### src/ifa_pkg.sv
// ifa_pkg: shared codes, ASCII constants and helpers for the integer
// format-to-ASCII block. No dependencies.
package ifa_pkg;

  localparam logic [2:0] CONV_D    = 3'd0;
  localparam logic [2:0] CONV_O    = 3'd1;
  localparam logic [2:0] CONV_U    = 3'd2;
  localparam logic [2:0] CONV_X    = 3'd3;
  localparam logic [2:0] CONV_XU   = 3'd4;
  localparam logic [2:0] CONV_P    = 3'd5;
  localparam logic [2:0] CONV_C    = 3'd6;
  localparam logic [2:0] CONV_NONE = 3'd7;

  localparam logic [1:0] LEN_H = 2'd1;

  localparam logic [1:0] BASE_OCT = 2'd0;
  localparam logic [1:0] BASE_DEC = 2'd1;
  localparam logic [1:0] BASE_HEX = 2'd2;

  localparam logic [7:0] CH_ZERO  = 8'h30;
  localparam logic [7:0] CH_MINUS = 8'h2D;
  localparam logic [7:0] CH_PLUS  = 8'h2B;
  localparam logic [7:0] CH_SPACE = 8'h20;
  localparam logic [7:0] CH_LX    = 8'h78;
  localparam logic [7:0] CH_UX    = 8'h58;

  localparam int PTR_DIGITS = 8;

  // ceil(2^35 / 10): floor(v * RECIP10 / 2^35) == v / 10 for any 32-bit v
  localparam logic [31:0] RECIP10 = 32'hCCCC_CCCD;

  typedef struct packed {
    logic       load;
    logic [1:0] base;
  } div_ctrl_t;

  function automatic logic [7:0] digit_char(input logic [3:0] d, input logic upper);
    logic [7:0] d8;
    d8 = {4'b0, d};
    if (d < 4'd10) begin
      return CH_ZERO + d8;
    end
    return (upper ? 8'h37 : 8'h57) + d8;
  endfunction

endpackage

### src/ifa_ifs.sv
// Channel interfaces for the integer format-to-ASCII block: the parsed
// conversion request and the outgoing character stream. No dependencies.
interface ifa_fmt_if;
  logic              valid;
  logic              ready;
  logic [2:0]        conversion;
  logic [1:0]        length_mod;
  logic              left_justify;
  logic              plus_flag;
  logic              space_flag;
  logic              alt_flag;
  logic              zero_flag;
  logic [5:0]        field_width;
  logic signed [6:0] precision;
  logic [31:0]       value;

  modport source (
    output valid, conversion, length_mod, left_justify, plus_flag, space_flag,
    output alt_flag, zero_flag, field_width, precision, value,
    input  ready
  );
  modport sink (
    input  valid, conversion, length_mod, left_justify, plus_flag, space_flag,
    input  alt_flag, zero_flag, field_width, precision, value,
    output ready
  );
endinterface

interface ifa_char_if;
  logic       valid;
  logic       ready;
  logic [7:0] character;
  logic       last;

  modport source (output valid, character, last, input ready);
  modport sink (input valid, character, last, output ready);
endinterface

### src/ifa_divider.sv
// ifa_divider: one divide-by-base step (8, 10 or 16) giving quotient and
// remainder digit. Decimal uses a registered reciprocal multiply. Uses ifa_pkg.
module ifa_divider import ifa_pkg::*; (
  input  logic        clk,
  input  div_ctrl_t   ctrl,
  input  logic [31:0] t,
  output logic [31:0] q,
  output logic [3:0]  rem
);

  logic [63:0] prod;
  logic [2:0]  q_lo;

  always_ff @(posedge clk) begin
    if (ctrl.load) begin
      prod <= 64'(t) * 64'(RECIP10);
    end
  end

  assign q_lo = prod[37:35];

  always_comb begin
    unique case (ctrl.base)
      BASE_OCT: begin
        q   = {3'b0, t[31:3]};
        rem = {1'b0, t[2:0]};
      end
      BASE_HEX: begin
        q   = {4'b0, t[31:4]};
        rem = t[3:0];
      end
      BASE_DEC: begin
        q   = {3'b0, prod[63:35]};
        // t - 10q fits in four bits
        rem = t[3:0] - {q_lo[0], 3'b0} - {q_lo, 1'b0};
      end
      default: begin
        q   = '0;
        rem = '0;
      end
    endcase
  end

endmodule

### src/integer_format_to_ascii.sv
// integer_format_to_ascii: printf-style integer conversion to a character
// stream. Depends on ifa_pkg, ifa_ifs (channels) and ifa_divider.
//
// Takes one parsed conversion (d/i, o, u, x, X, p, c with flags, width and
// precision) and sends its characters one per transfer, last marked. One
// request is in work at a time; the request channel is ready only when idle,
// while the final character may still wait in the output register. Digits
// come from a single divide-by-base unit, least significant first: octal and
// hex take one divide step per digit, decimal a registered reciprocal
// multiply and then the remainder step. After the digits the layout is sized
// and bounded, then one character goes out per cycle while the sink is ready.
// Conversion code 7 and an empty result give no transfers.
module integer_format_to_ascii import ifa_pkg::*; #(
  parameter int MAX_FIELD   = 60,
  parameter int DIGIT_SLOTS = 11
) (
  input logic              clk,
  input logic              rst,
  ifa_fmt_if.sink          fmt,
  ifa_char_if.source       chars
);

  localparam int CW_RAW = $clog2(MAX_FIELD + DIGIT_SLOTS + 5);
  localparam int CW     = (CW_RAW < 7) ? 7 : CW_RAW;
  localparam int ND_W   = $clog2(DIGIT_SLOTS + 1);

  localparam logic [2:0] S_IDLE  = 3'd0;
  localparam logic [2:0] S_MUL   = 3'd1;
  localparam logic [2:0] S_DIG   = 3'd2;
  localparam logic [2:0] S_SIZE  = 3'd3;
  localparam logic [2:0] S_BOUND = 3'd4;
  localparam logic [2:0] S_EMIT  = 3'd5;

  logic [2:0]      state;
  logic [1:0]      base;
  logic            upper;
  logic            left;
  logic            zpad;
  logic            alt;
  logic            octal;
  logic            prec_given;
  logic [CW-1:0]   prec;
  logic [CW-1:0]   wid;
  logic            sign_on;
  logic [7:0]      signch;
  logic            nonzero;
  logic [31:0]     t;
  logic [ND_W-1:0] nd;
  logic [CW-1:0]   nz;
  logic            pf_on;
  logic [CW-1:0]   pad;
  logic [CW-1:0]   b1, b2, b3, b5, b6, n_total;
  logic [CW-1:0]   idx;
  logic            ovalid;
  logic [7:0]      ochar;
  logic            olast;
  logic [7:0]      slots [DIGIT_SLOTS];

  // request preprocessing
  logic            is_ptr, is_chr, neg, prec_in_given, zpad_in, alt_in, empty_in;
  logic [31:0]     vm, va;
  logic [CW-1:0]   prec_in, wid_in;
  logic [1:0]      base_in;

  always_comb begin
    is_ptr = fmt.conversion == CONV_P;
    is_chr = fmt.conversion == CONV_C;
    vm     = fmt.value;
    if (fmt.length_mod == LEN_H && !is_ptr) begin
      vm = {{16{fmt.conversion == CONV_D && fmt.value[15]}}, fmt.value[15:0]};
    end
    neg = fmt.conversion == CONV_D && vm[31];
    va  = neg ? 32'(32'd0 - vm) : vm;
    prec_in_given = is_ptr || (!is_chr && !fmt.precision[6]);
    if (is_ptr) begin
      prec_in = CW'(PTR_DIGITS);
    end else if (CW'(fmt.precision[5:0]) > CW'(MAX_FIELD)) begin
      prec_in = CW'(MAX_FIELD);
    end else begin
      prec_in = CW'(fmt.precision[5:0]);
    end
    wid_in = (CW'(fmt.field_width) > CW'(MAX_FIELD)) ? CW'(MAX_FIELD)
                                                     : CW'(fmt.field_width);
    zpad_in  = fmt.zero_flag && !fmt.left_justify && (is_chr || !prec_in_given);
    alt_in   = is_ptr || (fmt.alt_flag && !is_chr);
    empty_in = prec_in_given && prec_in == '0 && va == '0;
    priority case (fmt.conversion)
      CONV_O:        base_in = BASE_OCT;
      CONV_D,
      CONV_U:        base_in = BASE_DEC;
      default:       base_in = BASE_HEX;
    endcase
  end

  // shared divide step
  div_ctrl_t   dctrl;
  logic [31:0] q;
  logic [3:0]  rem;

  assign dctrl.load = state == S_MUL;
  assign dctrl.base = base;

  ifa_divider u_div (
    .clk  (clk),
    .ctrl (dctrl),
    .t    (t),
    .q    (q),
    .rem  (rem)
  );

  logic dig_done;
  assign dig_done = q == '0 || nd == ND_W'(DIGIT_SLOTS - 1);

  // layout sizing
  logic [CW-1:0] nd_c, nz_c, total_c, pad_c;
  logic [CW-1:0] lp, sg, pf, zp, rp;

  always_comb begin
    nd_c = CW'(nd);
    nz_c = (prec_given && prec > nd_c) ? CW'(prec - nd_c) : '0;
    if (alt && octal && nz_c == '0 && (nd == '0 || nonzero)) begin
      nz_c = CW'(1);
    end
    total_c = CW'(sign_on) + ((alt && base == BASE_HEX && nonzero) ? CW'(2) : '0)
              + nz_c + nd_c;
    pad_c   = (wid > total_c) ? CW'(wid - total_c) : '0;
    lp = (!left && !zpad) ? pad : '0;
    sg = CW'(sign_on);
    pf = pf_on ? CW'(2) : '0;
    zp = (!left && zpad) ? pad : '0;
    rp = left ? pad : '0;
  end

  logic [CW-1:0] b5_c;
  assign b5_c = lp + sg + pf + zp + nz;

  // character for the current position
  logic [7:0] emit_ch;
  logic       in_digits;
  logic       emit;

  always_comb begin
    in_digits = 1'b0;
    priority if (idx < b1) begin
      emit_ch = CH_SPACE;
    end else if (idx < b2) begin
      emit_ch = signch;
    end else if (idx < b3) begin
      emit_ch = (idx == b2) ? CH_ZERO : (upper ? CH_UX : CH_LX);
    end else if (idx < b5) begin
      emit_ch = CH_ZERO;
    end else if (idx < b6) begin
      emit_ch   = slots[0];
      in_digits = 1'b1;
    end else begin
      emit_ch = CH_SPACE;
    end
  end

  assign emit = state == S_EMIT && (!ovalid || chars.ready);

  always_ff @(posedge clk) begin
    if (rst) begin
      state  <= S_IDLE;
      ovalid <= 1'b0;
    end else begin
      if (emit) begin
        ovalid <= 1'b1;
      end else if (chars.ready) begin
        ovalid <= 1'b0;
      end
      unique case (state)
        S_IDLE: begin
          if (fmt.valid && fmt.conversion != CONV_NONE) begin
            if (is_chr || empty_in) begin
              state <= S_SIZE;
            end else if (base_in == BASE_DEC) begin
              state <= S_MUL;
            end else begin
              state <= S_DIG;
            end
          end
        end
        S_MUL: state <= S_DIG;
        S_DIG: begin
          if (dig_done) begin
            state <= S_SIZE;
          end else if (base == BASE_DEC) begin
            state <= S_MUL;
          end else begin
            state <= S_DIG;
          end
        end
        S_SIZE: state <= S_BOUND;
        S_BOUND: begin
          state <= (b5_c + nd_c + rp == '0) ? S_IDLE : S_EMIT;
        end
        S_EMIT: begin
          if (emit && idx == n_total - CW'(1)) begin
            state <= S_IDLE;
          end
        end
        default: state <= S_IDLE;
      endcase
    end
  end

  // datapath
  always_ff @(posedge clk) begin
    unique case (state)
      S_IDLE: begin
        base       <= base_in;
        upper      <= fmt.conversion != CONV_X;
        left       <= fmt.left_justify;
        zpad       <= zpad_in;
        alt        <= alt_in;
        octal      <= fmt.conversion == CONV_O;
        prec_given <= prec_in_given;
        prec       <= prec_in;
        wid        <= wid_in;
        sign_on    <= fmt.conversion == CONV_D &&
                      (neg || fmt.plus_flag || fmt.space_flag);
        signch     <= neg ? CH_MINUS : (fmt.plus_flag ? CH_PLUS : CH_SPACE);
        nonzero    <= va != '0;
        t          <= va;
        nd         <= is_chr ? ND_W'(1) : '0;
        slots[0]   <= fmt.value[7:0];
      end
      S_DIG: begin
        slots[0] <= digit_char(rem, upper);
        for (int k = 1; k < DIGIT_SLOTS; k++) begin
          slots[k] <= slots[k-1];
        end
        t  <= q;
        nd <= nd + ND_W'(1);
      end
      S_SIZE: begin
        nz    <= nz_c;
        pf_on <= alt && base == BASE_HEX && nonzero;
        pad   <= pad_c;
      end
      S_BOUND: begin
        b1      <= lp;
        b2      <= lp + sg;
        b3      <= lp + sg + pf;
        b5      <= b5_c;
        b6      <= b5_c + nd_c;
        n_total <= b5_c + nd_c + rp;
        idx     <= '0;
      end
      S_EMIT: begin
        if (emit) begin
          ochar <= emit_ch;
          olast <= idx == n_total - CW'(1);
          idx   <= idx + CW'(1);
          if (in_digits) begin
            for (int k = 0; k < DIGIT_SLOTS - 1; k++) begin
              slots[k] <= slots[k+1];
            end
          end
        end
      end
      default: begin
      end
    endcase
  end

  assign fmt.ready       = state == S_IDLE;
  assign chars.valid     = ovalid;
  assign chars.character = ochar;
  assign chars.last      = olast;

`ifndef NO_ASSERTIONS
  a_busy_after_accept: assert property (@(posedge clk) disable iff (rst)
    (fmt.valid && fmt.ready && fmt.conversion != CONV_NONE) |=> !fmt.ready)
    else $error("request channel ready while a conversion is in work");

  a_idx_in_range: assert property (@(posedge clk) disable iff (rst)
    (state == S_EMIT) |-> (idx < n_total))
    else $error("character position beyond the conversion length");

  a_nd_bound: assert property (@(posedge clk) disable iff (rst)
    nd <= ND_W'(DIGIT_SLOTS))
    else $error("digit count exceeds the digit slots");

  a_last_ends: assert property (@(posedge clk) disable iff (rst)
    (!$past(rst) && $past(state) == S_EMIT && state == S_IDLE) |-> (ovalid && olast))
    else $error("conversion ended without a last transfer");
`endif

endmodule
### src/flat_wrapper.sv
// flat-port wrapper written by rule: the top's interface ports become plain ports
module integer_format_to_ascii_flat import ifa_pkg::*;
#(
  parameter int MAX_FIELD   = 60,
  parameter int DIGIT_SLOTS = 11
)
  (clk, rst, fmt_valid, fmt_conversion, fmt_length_mod, fmt_left_justify, fmt_plus_flag, fmt_space_flag, fmt_alt_flag, fmt_zero_flag, fmt_field_width, fmt_precision, fmt_value, fmt_ready, chars_valid, chars_character, chars_last, chars_ready);
  ifa_fmt_if fmt_i ();
  ifa_char_if chars_i ();
  input logic clk;
  input logic rst;
  input wire logic [$bits(fmt_i.valid)-1:0] fmt_valid;
  input wire logic [$bits(fmt_i.conversion)-1:0] fmt_conversion;
  input wire logic [$bits(fmt_i.length_mod)-1:0] fmt_length_mod;
  input wire logic [$bits(fmt_i.left_justify)-1:0] fmt_left_justify;
  input wire logic [$bits(fmt_i.plus_flag)-1:0] fmt_plus_flag;
  input wire logic [$bits(fmt_i.space_flag)-1:0] fmt_space_flag;
  input wire logic [$bits(fmt_i.alt_flag)-1:0] fmt_alt_flag;
  input wire logic [$bits(fmt_i.zero_flag)-1:0] fmt_zero_flag;
  input wire logic [$bits(fmt_i.field_width)-1:0] fmt_field_width;
  input wire logic [$bits(fmt_i.precision)-1:0] fmt_precision;
  input wire logic [$bits(fmt_i.value)-1:0] fmt_value;
  output wire logic [$bits(fmt_i.ready)-1:0] fmt_ready;
  output wire logic [$bits(chars_i.valid)-1:0] chars_valid;
  output wire logic [$bits(chars_i.character)-1:0] chars_character;
  output wire logic [$bits(chars_i.last)-1:0] chars_last;
  input wire logic [$bits(chars_i.ready)-1:0] chars_ready;
  assign fmt_i.valid = fmt_valid;
  assign fmt_i.conversion = fmt_conversion;
  assign fmt_i.length_mod = fmt_length_mod;
  assign fmt_i.left_justify = fmt_left_justify;
  assign fmt_i.plus_flag = fmt_plus_flag;
  assign fmt_i.space_flag = fmt_space_flag;
  assign fmt_i.alt_flag = fmt_alt_flag;
  assign fmt_i.zero_flag = fmt_zero_flag;
  assign fmt_i.field_width = fmt_field_width;
  assign fmt_i.precision = fmt_precision;
  assign fmt_i.value = fmt_value;
  assign fmt_ready = fmt_i.ready;
  assign chars_valid = chars_i.valid;
  assign chars_character = chars_i.character;
  assign chars_last = chars_i.last;
  assign chars_i.ready = chars_ready;
  integer_format_to_ascii #(.MAX_FIELD(MAX_FIELD), .DIGIT_SLOTS(DIGIT_SLOTS)) u_core (.clk(clk), .rst(rst), .fmt(fmt_i), .chars(chars_i));
endmodule
### config.mk
export PLATFORM = sky130hd
export DESIGN_NAME = integer_format_to_ascii_flat
export DESIGN_NICKNAME = d
export VERILOG_FILES = /design/src/ifa_pkg.sv /design/src/ifa_ifs.sv /design/src/ifa_divider.sv /design/src/integer_format_to_ascii.sv /design/src/flat_wrapper.sv
export SDC_FILE = /design/constraint.sdc
export NUM_CORES = 2
export LEC_CHECK = 0
export BUFFER_PORTS_ARGS = -buffer_cell sky130_fd_sc_hd__clkbuf_2
export CORE_ASPECT_RATIO = 1.1
export CORE_MARGIN = 1
export CORE_UTILIZATION = 66
export DETAILED_ROUTE_END_ITERATION = 7
export PLACE_DENSITY = 0.83
export SLEW_MARGIN = 30
export SYNTH_ARGS = -nofsm -noshare
export SYNTH_HDL_FRONTEND = slang
export SYNTH_SLANG_ARGS = --single-unit
### constraint.sdc
create_clock -name clk -period 9.35 [get_ports clk]
set_clock_uncertainty 0.2 [all_clocks]
set_input_delay 0.4675 -clock clk [delete_from_list [all_inputs] [get_ports clk]]
set_output_delay 0.4675 -clock clk [all_outputs]
set_load 0.005 [all_outputs]
## After elaboration in Yosys (flattened, before gate mapping)

Memory sizes are Yosys's and may differ from the RTL's.
Cells that the tools add are included.
Widths: inputs -> output; s select.

- Add/sub/neg operators: 19
- Multiply operators: 1
- Magnitude comparators: 10
- Equality and inequality tests: 21
- Mux-type cells: 66
- Bitwise operators: 11
- Reductions and logical operators: 55

Operators with widths:

| kind | count |
|---|---|
| $mux 8 | 19 |
| $pmux 29 s3 | 1 |
| $logic_not 32->1 | 2 |
| $mul 32x32->64 const B | 1 |
| $mux 32 | 2 |
| $pmux 32 s2 | 1 |
| $mux 7 | 8 |
| $add 7x7->7 | 5 |
| $lt 7x7->1 | 5 |
| $reduce_bool 32->1 | 1 |
| $sub 1x32->32 const A | 1 |
| $logic_and 1x1->1 | 21 |
| $logic_not 7->1 | 3 |
| $mux 1 | 18 |
| $pmux 3 s6 | 1 |
| $mux 3 | 5 |
| $add 7x4->7 | 2 |
| $eq 7x7->1 | 2 |
| $pmux 7 s2 | 1 |
| $eq 3x3->1 const B | 4 |
| $gt 6x6->1 const B | 2 |
| $mux 6 | 2 |
| $pmux 4 s3 | 1 |
| $or 1x1->1 | 11 |
| other kinds (34) | 64 |

- Register bits: 209
- Memory bits (writable): 88
- Input bits: 59
- Output and inout bits: 11
- Logic and storage cells: 214
- Memories: 1

Memory list:

| memory | depth | bits a word | read ports | clocked after memory_dff | wr ports | line | RTL |
|---|---|---|---|---|---|---|---|
| u_core.slots | 11 | 8 | 11 | 0 | 11 | integer_format_to_ascii.sv:57 | `logic [7:0] slots [DIGIT_SLOTS];` |

## Longest topological paths before layout

- Word-level depth: 12
- Depth in mapped cells: 27
- Depth with buffers taken out: 26

## By module

A second synthesis with hierarchy kept.

- Cell total of the unflattened synthesis: 3078
- Area, all modules: 31906.9 sq um

Modules (own cells, without submodules):

| module | instances | cells each | area each (sq um) | sequential area each (sq um) |
|---|---|---|---|---|
| ifa_divider | 1 | 1901 | 18554.0 | 870.8 |
| integer_format_to_ascii | 1 | 1177 | 13352.8 | 6716.4 |

## Worst setup path after synthesis

No wires, ideal clock.

- Kind: reg2reg
- Start: reg u_core.t[18]
- End: reg u_core.u_div.prod[63], data pin
- Setup time: 0.259 ns
- Arrival time: 6.837 ns
- Data required time: 8.891 ns
- Path slack: 2.054 ns
- Cell stages (with the launch flop): 24
- Buffers on the path: 0
- Clock period less this slack: 7.296 ns
- Cell sequence: edfxtp_1 ha_1 inv_1 fa_1 inv_1 fa_1 inv_1 fa_1 inv_1 fa_1 fa_1 fa_1 inv_1 fa_1 inv_1 ha_1 nand4_1 or2_2 a2111oi_0 a31oi_1 o31ai_1 a21o_1 nor3_1 a211o_1

- Cells in the longest elaborated chain, start to end: 1

RTL lines:

| item | line | RTL |
|---|---|---|
| start, declared | integer_format_to_ascii.sv:47 | `logic [31:0] t;` |
| start signal, assigned | integer_format_to_ascii.sv:225 | `t <= va;` |
| start signal, assigned | integer_format_to_ascii.sv:234 | `t <= q;` |
| $mul 32x32->64 | ifa_divider.sv:16 | `prod <= 64'(t) * 64'(RECIP10);` |
| end signal, assigned | ifa_divider.sv:16 |  |
| end, declared | ifa_divider.sv:11 | `logic [63:0] prod;` |

Every way passes these cells.
A chain may end at the register's enable or synchronous reset.

## Worst setup path after layout

- Start: reg u_core.t[9]
- End: reg u_core.u_div.prod[60], data pin

The elaborated chain is that of the path after synthesis.

==> impl_metrics.tcl <==
set metrics [dict create \
    ff2ff_setup_slack_ns 0.79 \
    dieArea_sq_um 48630 \
    critPathRequiredTime_ns 9.46 \
    seq_area_sq_um 7587 \
    io_buffers 69 \
    worst_setup_path_end_kind "flop" \
    hp-class "input port to flop" \
    critPathLaunch "u_core.t[9]" \
    netlist_area_sq_um 31520 \
    die_y_um 231.2 \
    area_delta_synth_final_pct 6.272 \
    totalWireLength_um 90480 \
    synthArstFlopShare_pct 0 \
    core_sq_um 46940 \
    avgSynthCellArea_sq_um 10.61 \
    finalHoldViolations 0 \
    hpwlAfterDp_um 75780 \
    arrival_ns 8.67 \
    final_common_cell "inv_1" \
    rsz0062_at_grt "no" \
    seq_area_frac_synth_pct 24.07 \
    max_slew_margin_pct 34.23 \
    rows 83 \
    ios 70 \
    cts_resized 0 \
    drtAntennaViolNets 0 \
    synth_top_area_cell "fa_1" \
    grt_start_max_net_pins 82 \
    drt_iter0_markers 1934 \
    place_congestion 1.044 \
    grt-ovfl-total 0 \
    cts_buffer_depth 3 \
    fin_tns_setup_ns 0 \
    die_x_um 210.4 \
    finalCritPeriodShare_pct 91.57 \
    layout.nets 3913 \
    yosysWarnings 0 \
    synth_area_leaders "fa_1 25%, edfxtp_1 24%, ha_1 17%" \
    worst_pin_slew_ns 0.9865 \
    drc 0 \
    cap_violations 0 \
    finalSetupViolations 0 \
    root_buffer "clkbuf_16" \
    max_freq_ghz 0.1168 \
    post_cts_buffers 0 \
    ys_types 81 \
    hp-start "fmt_space_flag" \
    num_vias 22570 \
    multiInputGateArea_sq_um 21280 \
    synthCells 2970 \
    clock-sinks 254 \
    final_cell_mix "637 x inv_1, 422 x ha_1, 401 x fa_1" \
    via_per_inst 6.117 \
    hold_buffers 8 \
    wl_per_cell_um 24.53 \
    insertion_delay_ns 0.58 \
    initial_utilization_pct 67.14 \
    period_minus_slack_ns 8.562 \
    worstPathMaxFanout 8 \
    cts.htree.levels 1 \
    reg2reg_from "u_core.t[9]" \
    cts.clk_slew.worst_paths_ns 0.06 \
    grt_pass1_vias 24280 \
    status "completed" \
    worstSetupPathType "flop to flop" \
    synth_ff_type "edfxtp_1" \
    grt_pass1_wl_um 139800 \
    cts_inserted_buffers 27 \
    antenna_found_initial 3 \
    ys_seq_elements 254 \
    layout-drive-gt1-share_pct 7.738 \
    startpoint_type "flop" \
    grt.total_usage_pct 38.59 \
    cts_tree "done" \
    fillers 3434 \
    synth_edf_count 250 \
    finalMaxSlewViolations 0 \
    dr.pass1.iters 6 \
    yosys.area.top_type_share_pct 25.47 \
    fin_util_pct 71.36 \
    synth_fp_nets 3852 \
]
-- flip-flops by register name, summed over array words and instances (netlist names), 4 cells and up --
signal,cells
u_core.slots,88
u_core.t,32
u_core.u_div.prod,29
u_core.chars.character,8
u_core.b1,7
u_core.b3,7
u_core.b5,7
u_core.b6,7
u_core.idx,7
u_core.n_total,7
u_core.nz,7
u_core.pad,7
u_core.b2,6
u_core.prec,6
u_core.wid,6
u_core.nd,4
-- path summary, 6_finish.rpt --
path,endpoint,cells past startpoint
setup / recovery,u_core.u_div.prod[60],23
setup reg to reg,u_core.u_div.prod[60],23
hold / removal,u_core.sign_on,2
hold reg to reg,u_core.slots[0][80],0
-- routing by layer --
metal  routed length (um)  global-route usage [%]  vias to the layer above
met5                   28                       0                        -
li1                     -                       -                    10040
met1                33450                   46.33                    11290
met2                45840                   68.46                      965
met3                 5607                   4.404                      266
met4                 5557                   19.75                        4
-- synthesized netlist by cell type (all sizes together) (8+ instances only) --
library cell  count
buf              10
nand3            36
a211oi           11
ha              422
nor3b             8
xor2             72
o21a             19
or2               8
inv             638
nor2            132
clkbuf           52
nand2           109
nor4             19
o22ai             9
o21bai           10
nand4            22
a21oi           110
a21o             53
and3             22
and2             40
mux2i            38
fa              401
mux2             79
edfxtp          250
a31oi            15
xnor2            71
nor2b            26
nand2b           19
or3              14
o2bb2ai          28
o21ai            73
nor3             33
o31ai             9
-- critical path, stage by stage, from the launching register on --
cell and delay [ns]:
edfxtp_1 0.58, ha_1 0.58, xor2_1 0.24, ha_1 0.22, a21o_1 0.19, fa_1 0.55
inv_1 0.06, fa_1 0.50, inv_1 0.06, fa_1 0.65, fa_1 0.47, fa_1 0.55
fa_1 0.43, ha_1 0.41, nand2_1 0.12, or3_1 0.42, nor3b_1 0.32, and2_1 0.28
a2111oi_2 0.10, buf_4 0.20, nor4_1 0.63, nor2_1 0.18, o21ai_0 0.24, xor2_1 0.10
-- cell type report --
class | count | share of cell area, %
Multi-Input combinational cell | 2013 | 63.53
Sequential cell | 254 | 22.65
Inverter | 640 | 7.172
Tap cell | 637 | 2.380
Clock buffer | 28 | 2.028
Timing Repair Buffer | 95 | 1.711
Clock inverter | 20 | 0.5155
Antenna cell | 2 | 0.01494
-- metrics by stage --
step                instances  hold WS (ns)  setup slack (ns)  area [sq um]
finish                   3689       0.02207            0.7881         33490
global route             3688      0.009843            0.4591         33490
CTS                      3686      0.008302            0.8398         33460
detailed placement       3630        0.2335            0.8951         32530
global placement         3630        0.2344            0.8208         32530
floorplan                2970        0.2204             2.054         31520
-- kinds of logic after synthesis --
group                    share of synthesized area, %
adder cells (fa/ha/maj)                         42.22
buffers and inverters                           8.523
AND/OR/NAND/NOR                                 8.237
AO/OA/AOI/OAI                                   8.865
flip-flops                                      24.07
XOR/XNOR                                        4.049
multiplexers                                    4.029
Power is left out: the tool's default activity adds up to more than one toggle a clock period on the data nets, which glitch-free logic cannot reach.
